$ cat config.mk
export PLATFORM = sky130hd
export DESIGN_NAME = periodic_bilinear_grid_upsampler
export DESIGN_NICKNAME = d
export VERILOG_FILES = /design/src/rtl/pbgu_pkg.sv /design/src/rtl/pbgu_floor_div.sv /design/src/rtl/periodic_bilinear_grid_upsampler.sv
export SDC_FILE = /design/constraint.sdc
export NUM_CORES = 2
export LEC_CHECK = 0
export BUFFER_PORTS_ARGS = -buffer_cell sky130_fd_sc_hd__buf_2
export CORE_MARGIN = 2
export CORE_UTILIZATION = 60
export CTS_CLUSTER_DIAMETER = 80
export DETAILED_ROUTE_END_ITERATION = 7
export PLACE_DENSITY = 0.72
export REMOVE_ABC_BUFFERS = 1
export SYNTH_ARGS = -nofsm -noshare
export SYNTH_HDL_FRONTEND = slang
export SYNTH_SLANG_ARGS = --single-unit
export TNS_END_PERCENT = 50
$ cat constraint.sdc
create_clock -name i_clk -period 6 [get_ports i_clk]
set_input_delay 0.6 -clock i_clk [delete_from_list [all_inputs] [get_ports i_clk]]
set_output_delay 0.6 -clock i_clk [all_outputs]
set_load 0.02 [all_outputs]
$ cat src/rtl/pbgu_pkg.sv
// Package for the periodic bilinear grid upsampler.
// Holds the fixed field widths, command codes and coordinate map types.
// No dependencies.
`timescale 1ns / 1ps

package pbgu_pkg;

    localparam int PT_W   = 3;
    localparam int MESH_W = 6;
    localparam int MESH_N = 64;
    localparam int VAL_W  = 16;
    localparam int CRD_W  = 6;
    localparam int FRC_W  = 6;

    typedef enum logic {
        CMD_WRITE = 1'b0,
        CMD_READ  = 1'b1
    } t_cmd;

    typedef struct packed {
        logic [CRD_W-1:0] c;
        logic [CRD_W-1:0] n;
        logic [FRC_W-1:0] f;
    } t_crd_map;

    typedef t_crd_map [MESH_N-1:0] t_map_tab;

endpackage

$ cat src/rtl/pbgu_floor_div.sv
// Floored division of the interpolation sum by SCALE squared, saturated to 16 bits.
// Uses a constant reciprocal multiply and an exact remainder check.
// Depends on pbgu_pkg.
`timescale 1ns / 1ps

module pbgu_floor_div
    import pbgu_pkg::*;
#(
    parameter int ACC_W = 30,
    parameter int SCALE = 8
) (
    input  logic                    i_clk,
    input  logic                    i_rst_n,
    input  logic                    i_start,
    input  logic signed [ACC_W-1:0] i_num,
    output logic                    o_done,
    output logic signed [VAL_W-1:0] o_quot
);

    localparam int DEN   = SCALE * SCALE;
    localparam int DEN_L = $clog2(DEN);
    localparam int MAG_W = DEN_L + VAL_W - 1;
    localparam int SHIFT = MAG_W + DEN_L;
    localparam int RCP_W = MAG_W + 2;
    localparam int PRD_W = MAG_W + RCP_W;
    localparam int CMP_W = (ACC_W > MAG_W + 1) ? ACC_W : MAG_W + 1;
    localparam logic [CMP_W-1:0] DEN_TOP  = CMP_W'(DEN * 32768);
    localparam logic [CMP_W-1:0] DEN_C    = CMP_W'(DEN);
    localparam logic [63:0]      RCP_FULL = ((64'd1 << SHIFT) + 64'(DEN) - 64'd1) / 64'(DEN);
    localparam logic [RCP_W-1:0] RCP      = RCP_FULL[RCP_W-1:0];

    typedef enum logic [1:0] {
        D_IDLE,
        D_CHECK,
        D_FIX
    } t_dstate;

    t_dstate            r_state;
    logic               r_neg;
    logic [CMP_W-1:0]   r_mag;
    logic [PRD_W-1:0]   r_prd;
    logic               r_done;
    logic signed [VAL_W-1:0] r_quot;

    logic [ACC_W-1:0]   num_mag;
    logic [VAL_W-1:0]   quo;
    logic [CMP_W-1:0]   back;
    logic signed [VAL_W:0] q_ext;
    logic signed [VAL_W:0] q_fix;

    assign num_mag = i_num[ACC_W-1] ? ACC_W'(-i_num) : ACC_W'(i_num);
    assign quo     = r_prd[SHIFT +: VAL_W];
    assign back    = CMP_W'(quo) * DEN_C;
    assign q_ext   = signed'({1'b0, quo});
    assign q_fix   = r_neg ? (-q_ext - ((r_mag != back) ? 17'sd1 : 17'sd0)) : q_ext;

    always_ff @(posedge i_clk) begin
        if (!i_rst_n) begin
            r_state <= D_IDLE;
            r_done  <= 1'b0;
        end else begin
            r_done <= 1'b0;
            unique case (r_state)
                D_IDLE: begin
                    if (i_start) begin
                        r_neg   <= i_num[ACC_W-1];
                        r_mag   <= CMP_W'(num_mag);
                        r_state <= D_CHECK;
                    end
                end
                D_CHECK: begin
                    r_prd <= PRD_W'(r_mag[MAG_W-1:0]) * PRD_W'(RCP);
                    if (r_mag >= DEN_TOP) begin
                        r_quot  <= r_neg ? 16'sh8000 : 16'sh7FFF;
                        r_done  <= 1'b1;
                        r_state <= D_IDLE;
                    end else begin
                        r_state <= D_FIX;
                    end
                end
                D_FIX: begin
                    r_quot  <= q_fix[VAL_W-1:0];
                    r_done  <= 1'b1;
                    r_state <= D_IDLE;
                end
                default: begin
                    r_state <= D_IDLE;
                end
            endcase
        end
    end

    assign o_done = r_done;
    assign o_quot = r_quot;

endmodule

$ cat src/rtl/periodic_bilinear_grid_upsampler.sv
// Top level of the periodic bilinear grid upsampler: sample memory, sequencer and MAC.
// Depends on pbgu_pkg and pbgu_floor_div.
//
// Usage. An item is taken at a rising edge with start high and busy low.
// A write beat (command CMD_WRITE) stores sample_value at (sample_col, sample_row)
// when both lie inside the grid; its acknowledge appears on the result ports in
// the next cycle with o_is_read_result low and o_value zero. busy stays low, so
// writes can follow one per cycle.
// A read beat (command CMD_READ) names a fine mesh point. The four surrounding
// coarse samples are read one per cycle from the single memory port and summed
// with their bilinear weights, then divided by SCALE squared with a constant
// reciprocal multiply and a remainder check. The result follows the MAC steps and the
// divider check and fix states (no fix if saturated); busy falls as it appears.
// Each result is held for exactly one cycle, marked by o_result_strobe, and the
// receiver must take it then. Reset clears the sequencer and the strobe; the
// sample memory is not cleared and must be written before it is read.
`timescale 1ns / 1ps

module periodic_bilinear_grid_upsampler
    import pbgu_pkg::*;
#(
    parameter int SAMPLE_POINTS = 8,
    parameter int SCALE         = 8,
    parameter int MESH_SIZE     = 64,
    parameter int SAMPLE_WIDTH  = 16
) (
    input  logic                    i_clk,
    input  logic                    i_rst_n,
    input  logic                    start,
    output logic                    busy,
    input  logic                    i_command,
    input  logic [PT_W-1:0]         i_sample_col,
    input  logic [PT_W-1:0]         i_sample_row,
    input  logic signed [VAL_W-1:0] i_sample_value,
    input  logic [MESH_W-1:0]       i_mesh_col,
    input  logic [MESH_W-1:0]       i_mesh_row,
    output logic                    o_result_strobe,
    output logic                    o_is_read_result,
    output logic signed [VAL_W-1:0] o_value
);

    localparam int DEPTH  = SAMPLE_POINTS * SAMPLE_POINTS;
    localparam int ADDR_W = $clog2(DEPTH);
    localparam int WX_W   = $clog2(SCALE + 1);
    localparam int WGT_W  = 2 * WX_W;
    localparam int ACC_W  = SAMPLE_WIDTH + WGT_W + 1;

    function automatic t_map_tab build_map();
        t_map_tab tab;
        int m;
        int f;
        int c;
        m = 0;
        f = 0;
        c = 0;
        for (int v = 0; v < MESH_N; v++) begin
            tab[v].c = CRD_W'(c);
            tab[v].n = CRD_W'((c + 1 == SAMPLE_POINTS) ? 0 : c + 1);
            tab[v].f = FRC_W'(f);
            m++;
            f++;
            if (f == SCALE) begin
                f = 0;
                c++;
                if (c == SAMPLE_POINTS) begin
                    c = 0;
                end
            end
            if (m == MESH_SIZE) begin
                m = 0;
                f = 0;
                c = 0;
            end
        end
        return tab;
    endfunction

    localparam t_map_tab MESH_MAP = build_map();

    function automatic logic [ADDR_W-1:0] addr_of(input logic [CRD_W-1:0] col,
                                                  input logic [CRD_W-1:0] row);
        return ADDR_W'(int'(row) * SAMPLE_POINTS + int'(col));
    endfunction

    typedef enum logic [1:0] {
        S_IDLE,
        S_MAC,
        S_DIV
    } t_state;

    t_state                    r_state;
    logic [2:0]                r_step;
    logic [CRD_W-1:0]          r_cx;
    logic [CRD_W-1:0]          r_nx;
    logic [FRC_W-1:0]          r_fx;
    logic [CRD_W-1:0]          r_cy;
    logic [CRD_W-1:0]          r_ny;
    logic [FRC_W-1:0]          r_fy;
    logic [WGT_W-1:0]          r_wgt;
    logic signed [ACC_W-1:0]   r_acc;
    logic                      r_div_go;
    logic                      r_strobe;
    logic                      r_is_rd;
    logic signed [VAL_W-1:0]   r_value;

    logic signed [SAMPLE_WIDTH-1:0] mem [DEPTH];
    logic signed [SAMPLE_WIDTH-1:0] r_rdata;

    t_crd_map                  map_x;
    t_crd_map                  map_y;
    logic                      accept;
    logic                      wr_en;
    logic [ADDR_W-1:0]         wr_addr;
    logic [ADDR_W-1:0]         rd_addr;
    logic signed [31:0]        wr_ext;
    logic signed [SAMPLE_WIDTH-1:0] wr_data;
    logic [WX_W-1:0]           wx;
    logic [WX_W-1:0]           wy;
    logic signed [WGT_W:0]     wgt_s;
    logic signed [ACC_W-1:0]   prod;
    logic                      div_done;
    logic signed [VAL_W-1:0]   div_quot;

    assign busy    = (r_state != S_IDLE);
    assign accept  = start && !busy;
    assign map_x   = MESH_MAP[i_mesh_col];
    assign map_y   = MESH_MAP[i_mesh_row];

    assign wr_en   = accept && (i_command == CMD_WRITE)
                     && (int'(i_sample_col) < SAMPLE_POINTS)
                     && (int'(i_sample_row) < SAMPLE_POINTS);
    assign wr_addr = addr_of(CRD_W'(i_sample_col), CRD_W'(i_sample_row));
    assign wr_ext  = 32'(i_sample_value);
    assign wr_data = wr_ext[SAMPLE_WIDTH-1:0];

    assign rd_addr = addr_of(r_step[0] ? r_nx : r_cx, r_step[1] ? r_ny : r_cy);
    assign wx      = r_step[0] ? WX_W'(r_fx) : WX_W'(SCALE) - WX_W'(r_fx);
    assign wy      = r_step[1] ? WX_W'(r_fy) : WX_W'(SCALE) - WX_W'(r_fy);
    assign wgt_s   = signed'({1'b0, r_wgt});
    assign prod    = ACC_W'(r_rdata) * ACC_W'(wgt_s);

    always_ff @(posedge i_clk) begin
        if (wr_en) begin
            mem[wr_addr] <= wr_data;
        end else begin
            r_rdata <= mem[rd_addr];
        end
    end

    always_ff @(posedge i_clk) begin
        if (!i_rst_n) begin
            r_state  <= S_IDLE;
            r_step   <= '0;
            r_div_go <= 1'b0;
            r_strobe <= 1'b0;
        end else begin
            r_strobe <= 1'b0;
            r_div_go <= 1'b0;
            unique case (r_state)
                S_IDLE: begin
                    if (accept) begin
                        if (i_command == CMD_WRITE) begin
                            r_strobe <= 1'b1;
                            r_is_rd  <= 1'b0;
                            r_value  <= '0;
                        end else begin
                            r_cx    <= map_x.c;
                            r_nx    <= map_x.n;
                            r_fx    <= map_x.f;
                            r_cy    <= map_y.c;
                            r_ny    <= map_y.n;
                            r_fy    <= map_y.f;
                            r_acc   <= '0;
                            r_step  <= '0;
                            r_state <= S_MAC;
                        end
                    end
                end
                S_MAC: begin
                    r_wgt  <= WGT_W'(wx) * WGT_W'(wy);
                    r_step <= r_step + 3'd1;
                    if (r_step != 3'd0) begin
                        r_acc <= r_acc + prod;
                    end
                    if (r_step == 3'd4) begin
                        r_div_go <= 1'b1;
                        r_state  <= S_DIV;
                    end
                end
                S_DIV: begin
                    if (div_done) begin
                        r_strobe <= 1'b1;
                        r_is_rd  <= 1'b1;
                        r_value  <= div_quot;
                        r_state  <= S_IDLE;
                    end
                end
                default: begin
                    r_state <= S_IDLE;
                end
            endcase
        end
    end

    pbgu_floor_div #(
        .ACC_W (ACC_W),
        .SCALE (SCALE)
    ) u_div (
        .i_clk   (i_clk),
        .i_rst_n (i_rst_n),
        .i_start (r_div_go),
        .i_num   (r_acc),
        .o_done  (div_done),
        .o_quot  (div_quot)
    );

    assign o_result_strobe  = r_strobe;
    assign o_is_read_result = r_is_rd;
    assign o_value          = r_value;

endmodule
* After elaboration in Yosys (flattened, before gate mapping) *
Memories as Yosys holds them, arrays and structs flattened. A register that Yosys moved wholly into a read port is not among the register bits.
Index checks and enable logic that the tools add are counted.
W data, S select, Z words.

storage, ports and cells
  flip-flop bits (word level) = 123
  bits in writable memories = 1,024
  bits in read-only memories = 2,304
  bits of input ports = 38
  output and inout port bits = 19
  word-level logic and storage cells = 107
  memories = 3

cells by class
  add/sub/neg operators = 9
  $mul = 2
  $lt $le $gt $ge = 1
  eq/ne operators = 14
  mux-type cells = 42
  bitwise gates (word level) = 1
  reductions and logical operators = 20

memory list
  name             words  width  rd ports  clocked after Yosys merged registers in  write ports  line                                     RTL
  (no name shown)  64     18     1         1                                        0            periodic_bilinear_grid_upsampler.sv:127  assign map_y = MESH_MAP[i_mesh_row];
  (no name shown)  64     18     1         1                                        0            periodic_bilinear_grid_upsampler.sv:126  assign map_x = MESH_MAP[i_mesh_col];
  mem              64     16     1         1                                        1            periodic_bilinear_grid_upsampler.sv:106  logic signed [SAMPLE_WIDTH-1:0] mem [DEPTH];

operators with widths
  operator                number
  $mux W16                6
  $mux W25                3
  $pmux W16 S2            2
  $pmux W25 S2            1
  $add A25 B25 Y25        1
  $ge A25 B22 Y1 const B  1
  $mul A16 B9 Y25         1
  $ne A25 B21 Y1          1
  $neg A25 Y25            1
  $mux W24                1
  $neg A15 Y16            1
  $sub A16 B16 Y16        1
  $mux W2                 6
  $ne A2 B2 Y1 const B    6
  $mux W1                 11
  $reduce_and A5 Y1       2
  $mux W3                 3
  $reduce_and A3 Y1       3
  $mul A4 B4 Y8           1
  $mux W4                 2
  $reduce_and A4 Y1       2
  $reduce_bool A2 Y1      4
  $sub A4 B4 Y4 const A   2
  $add A6 B3 Y6           1
  other kinds (17)        26

* Depth between registers and ports, before layout *
  depth in word-level cells = 6
  gate-level depth with buffers = 21
  gate-level depth less buffers = 20

* Modules after synthesis *
A second synthesis with hierarchy kept.

second synthesis, totals
  cells, all modules = 2,875
  area total of the unflattened synthesis = 51,499.4 µm²

by module, submodules not included
  module                            times used  cells each  area an instance (µm²)  sequential area each (µm²)
  periodic_bilinear_grid_upsampler  1           2,546       47,892.2                33,412.0
  pbgu_floor_div                    1           329         3,607.2                 1,771.7

* Least setup slack after synthesis *
No wires, ideal clock.

  kind = register to register
  start = register r_wgt[2]
  end = register r_acc[21], data pin
  setup time = 0.135 ns
  data arrival time = 5.374 ns
  required time = 5.865 ns
  setup slack = 0.491 ns
  cell stages (with the launch flop) = 22
  path buffers = 1
  period minus slack after synthesis = 5.509 ns
  path through = edfxtp_1 -> clkbuf_1 -> nand2_1 -> fa_1 -> inv_1 -> fa_1 -> inv_1 -> fa_1 -> inv_1 -> fa_1 -> inv_1 -> fa_1 -> inv_1 -> ha_1 -> and4_1 -> a221o_1 -> a21oi_1 -> a31oi_1 -> o21ai_0 -> a21oi_1 -> or3b_2 -> nand3_1

on the way
  cells in the longest elaborated chain, start to end = 4

ends and longest elaborated chain
  element                 line                                     RTL
  start, declared         periodic_bilinear_grid_upsampler.sv:99   logic [WGT_W-1:0] r_wgt;
  start signal, assigned  periodic_bilinear_grid_upsampler.sv:180  r_wgt <= WGT_W'(wx) * WGT_W'(wy);
  $mul A16 B9 Y25         periodic_bilinear_grid_upsampler.sv:140  assign prod = ACC_W'(r_rdata) * ACC_W'(wgt_s);
  $add A25 B25 Y25        periodic_bilinear_grid_upsampler.sv:183  r_acc <= r_acc + prod;
  $mux W25                periodic_bilinear_grid_upsampler.sv:182  if (r_step != 3'd0) begin
  $pmux W25 S2            periodic_bilinear_grid_upsampler.sv:159  unique case (r_state)
  end signal, assigned    periodic_bilinear_grid_upsampler.sv:183
  end, declared           periodic_bilinear_grid_upsampler.sv:100  logic signed [ACC_W-1:0] r_acc;

Every way passes these cells. The select of a mux whose other input is x is not followed.
A chain may end at the register's enable or synchronous reset.

* Worst setup path in the final report *
Ends and elaborated chain as after synthesis.

==> results.cfg <==
[detailed_routing]
antenna_left = 0
drtIter0Drc = 2780
wire_per_inst_microns = 26.15
first_pass_iters = 5
drc = 0
vias = 27300
drt-total-wl_mm = 115.7
via_per_inst = 6.167

[floorplanning]
pin_count = 57
die_y_microns = 297.8
core_area_sq_mm = 0.08541
rows = 107
start_util_pct = 60.64
die_area_sq_mm = 0.08869
fp.dieW_microns = 297.8

[cells_and_area]
final_cell_mix = edfxtp_1, nand2_1, mux4_2, inv_1, fa_1
nets = 3450
seqCellArea_sq_mm = 0.03518
final-instance-count-excl-fill = 4427
drive_gt1_share_pct = 18.20
fin_area_sq_mm = 0.05736
layout_commonest_cell = edfxtp_1
multiInputGateArea_sq_mm = 0.01538
fillCellCount = 5626
final_core_util_pct = 67.16
synthToLayoutAreaGrowth_pct = 10.74

[clock_tree]
clockBufferDepth = 3
root_buffer = clkbuf_16
cts_buffers = 114
h-tree-depth = 3
cts_tree = yes
clock-sinks = 1175
insertion_delay_ns = 0.69
path_clk_slew_ns = 0.06
cts_hold_buf = 0

[setup_path]
path_max_fanout = 8
end_kind = flip-flop
required_ns = 6.55
start_kind = flip-flop
arrival_ns = 6.34
path_class = flip-flop to flip-flop

[sta]
worstMarginPinSlew_ns = 1.347
maxSlewHeadroom_pct = 10.23
fmaxAchievable_ghz = 0.1726
final-setup-viol-count = 0
hold_viol = 0
worst_clock_skew_ns = 0.02808
setup_ws_ns = 0.2073
period_minus_slack_ns = 5.793
period_share_pct = 96.55
rsz0062_at_grt = no
drv_slew = 0

[placed_design]
place_hpwl_mm = 70.12
gp_congestion = 0.8431
place_inst = 4211
place_ws_ns = 0.1091
place_area_sq_mm = 0.05387
port_buffers = 56

[hold_path]
hold_class = input port to flip-flop

[logic_synthesis]
yosys_warnings = 0
synth.distinct_cells = 59
synthTopCellsByArea = edfxtp_1, mux4_2, fa_1, nand2_1, ha_1
seq_area_frac_synth_pct = 67.93
syn-instance-count = 3040
yosysTopAreaCellShare_pct = 67.54
synth_edf_count = 1165
syn-cell-area_sq_mm = 0.05180
yosys_register_bits = 1175
ys.flop_type = edfxtp_1
async_reset_ff_share_pct = 0
syn_avg_cell_area_sq_um = 17.04
yosys.area.top_type = edfxtp_1

[global_route]
first_global_vias = 28340
grt.total_usage_pct = 26.59
antenna_found_initial = 6
met1_usage_pct = 35.98
grt_pass1_wl_mm = 175.9
overflow = 0
grtUsageMet3_pct = 4.689
grt_max_degree = 129
top_usage_layer = met2
met2_usage_pct = 44.83

[run_status]
status = complete, no violations

[run]
maxCapViolations = 0

[pwr]
power.leakage_uw = 0.01980
irDropWorstVdd_v = 0.0003658
pwr_density_cell_mw_per_mm2 = 373.1
## cell type report
type	instances	share of cell area [%]
antenna	3	0.01309
inverter	191	1.250
clock buffer	146	5.294
timing repair buffer	165	2.133
clock inverter	62	0.6653
tap	1144	2.495
sequential	1175	61.34
multi-input combinational	1541	26.81
## sequential cells by signal, indices dropped and copies added (netlist names), 8 cells and up
register / flops
u_div.o_quot: 16
o_value: 16
r_wgt: 8
r_acc: 25
u_div.r_mag: 25
r_rdata: 16
mem: 1024
u_div.r_prd: 15
## worst max-delay path, cell delays in order (launching register included)
cell      delay, ns
edfxtp_1       0.49
buf_4          0.21
nand2_1        0.07
fa_1           0.49
inv_1          0.05
fa_1           0.48
fa_1           0.50
fa_1           0.48
inv_1          0.05
fa_1           0.47
inv_1          0.04
ha_1           0.34
and4_1         0.26
a221o_1        0.36
a21oi_2        0.18
a31oi_1        0.17
o21ai_0        0.26
a21oi_1        0.17
or3b_2         0.48
nand3_1        0.10
## what timing repair did
action / CTS / global route
resized for setup: 0 / 4
setup endpoints to repair: 0 / 7
setup buffers: 0 / 5
## where the power goes
part	internal [uW]	leakage (uW)	switching (uW)
logic	2340	0.00753	3150
registers	9180	0.0106	111
clock network	3650	0.00167	2970
total	15200	0.0198	6230
## through the flow
| step | hold slack, ns | setup TNS (ns) | power (uW) |
|---|---|---|---|
| floorplan | 0.4473 | -323.88 | 13850 |
| global placement | 0.4544 | 0 | 14620 |
| detailed placement | 0.4630 | 0 | 14820 |
| CTS | 0.03564 | 0 | 21360 |
| global route | 0.04413 | 0 | 22500 |
| finish | 0.07830 | 0 | 21400 |
## cells by family after synthesis
group | count (synthesis) | share of synthesized area [%]
mux | 271 | 11.43
flops | 1175 | 67.93
buf+inv | 324 | 2.580
xor+xnor | 79 | 1.336
compound gates | 267 | 3.372
fa+ha+maj | 224 | 7.237
simple gates | 700 | 6.116
## synthesized netlist by cell type (4+ instances only)
| master | count |
|---|---|
| edfxtp_1 | 1165 |
| nand2_1 | 349 |
| mux4_2 | 256 |
| inv_1 | 191 |
| fa_1 | 126 |
| nor2_1 | 123 |
| and2_1 | 114 |
| ha_1 | 98 |
| clkbuf_1 | 77 |
| o21ai_0 | 61 |
| xnor2_1 | 56 |
| a21oi_1 | 42 |
| nand3_1 | 42 |
| a31oi_1 | 38 |
| a211oi_1 | 37 |
| xor2_1 | 23 |
| o22ai_1 | 20 |
| buf_4 | 19 |
| a221o_1 | 18 |
| buf_1 | 18 |
| buf_2 | 15 |
| a21o_1 | 12 |
| nor2b_1 | 12 |
| mux2i_1 | 11 |
| dfxtp_1 | 10 |
| nand2b_1 | 8 |
| nor3_1 | 7 |
| o31ai_1 | 7 |
| nor3b_1 | 6 |
| nor4_1 | 6 |
| and3_1 | 5 |
| nand4_1 | 5 |
| or2_2 | 5 |
| or3_1 | 5 |
| buf_6 | 4 |
| mux2_2 | 4 |
| o21a_1 | 4 |
| o21bai_1 | 4 |
| o41ai_1 | 4 |
| or3b_2 | 4 |
## routing by layer
| metal | wire length (microns) | part of all wire, % | vias to the layer above |
|---|---|---|---|
| met5 | 61 | 0.053 | - |
| met4 | 3172 | 2.7 | 8 |
| met3 | 9025 | 7.8 | 202 |
| met2 | 59020 | 51 | 1152 |
| met1 | 44470 | 38 | 14100 |
| li1 | - | - | 11840 |
## worst paths after layout
kind / slack, ns / from / cells after the start / to
min: 0.08 / i_mesh_col[1] / 1 / r_fx[1]
max reg2reg: 0.21 / r_wgt[2] / 19 / r_acc[21]
min reg2reg: 0.47 / u_div.r_mag[17] / 0 / u_div.r_prd[38]
max: 0.21 / r_wgt[2] / 19 / r_acc[21]
Note: power is estimated with default switching activity, not from simulation.
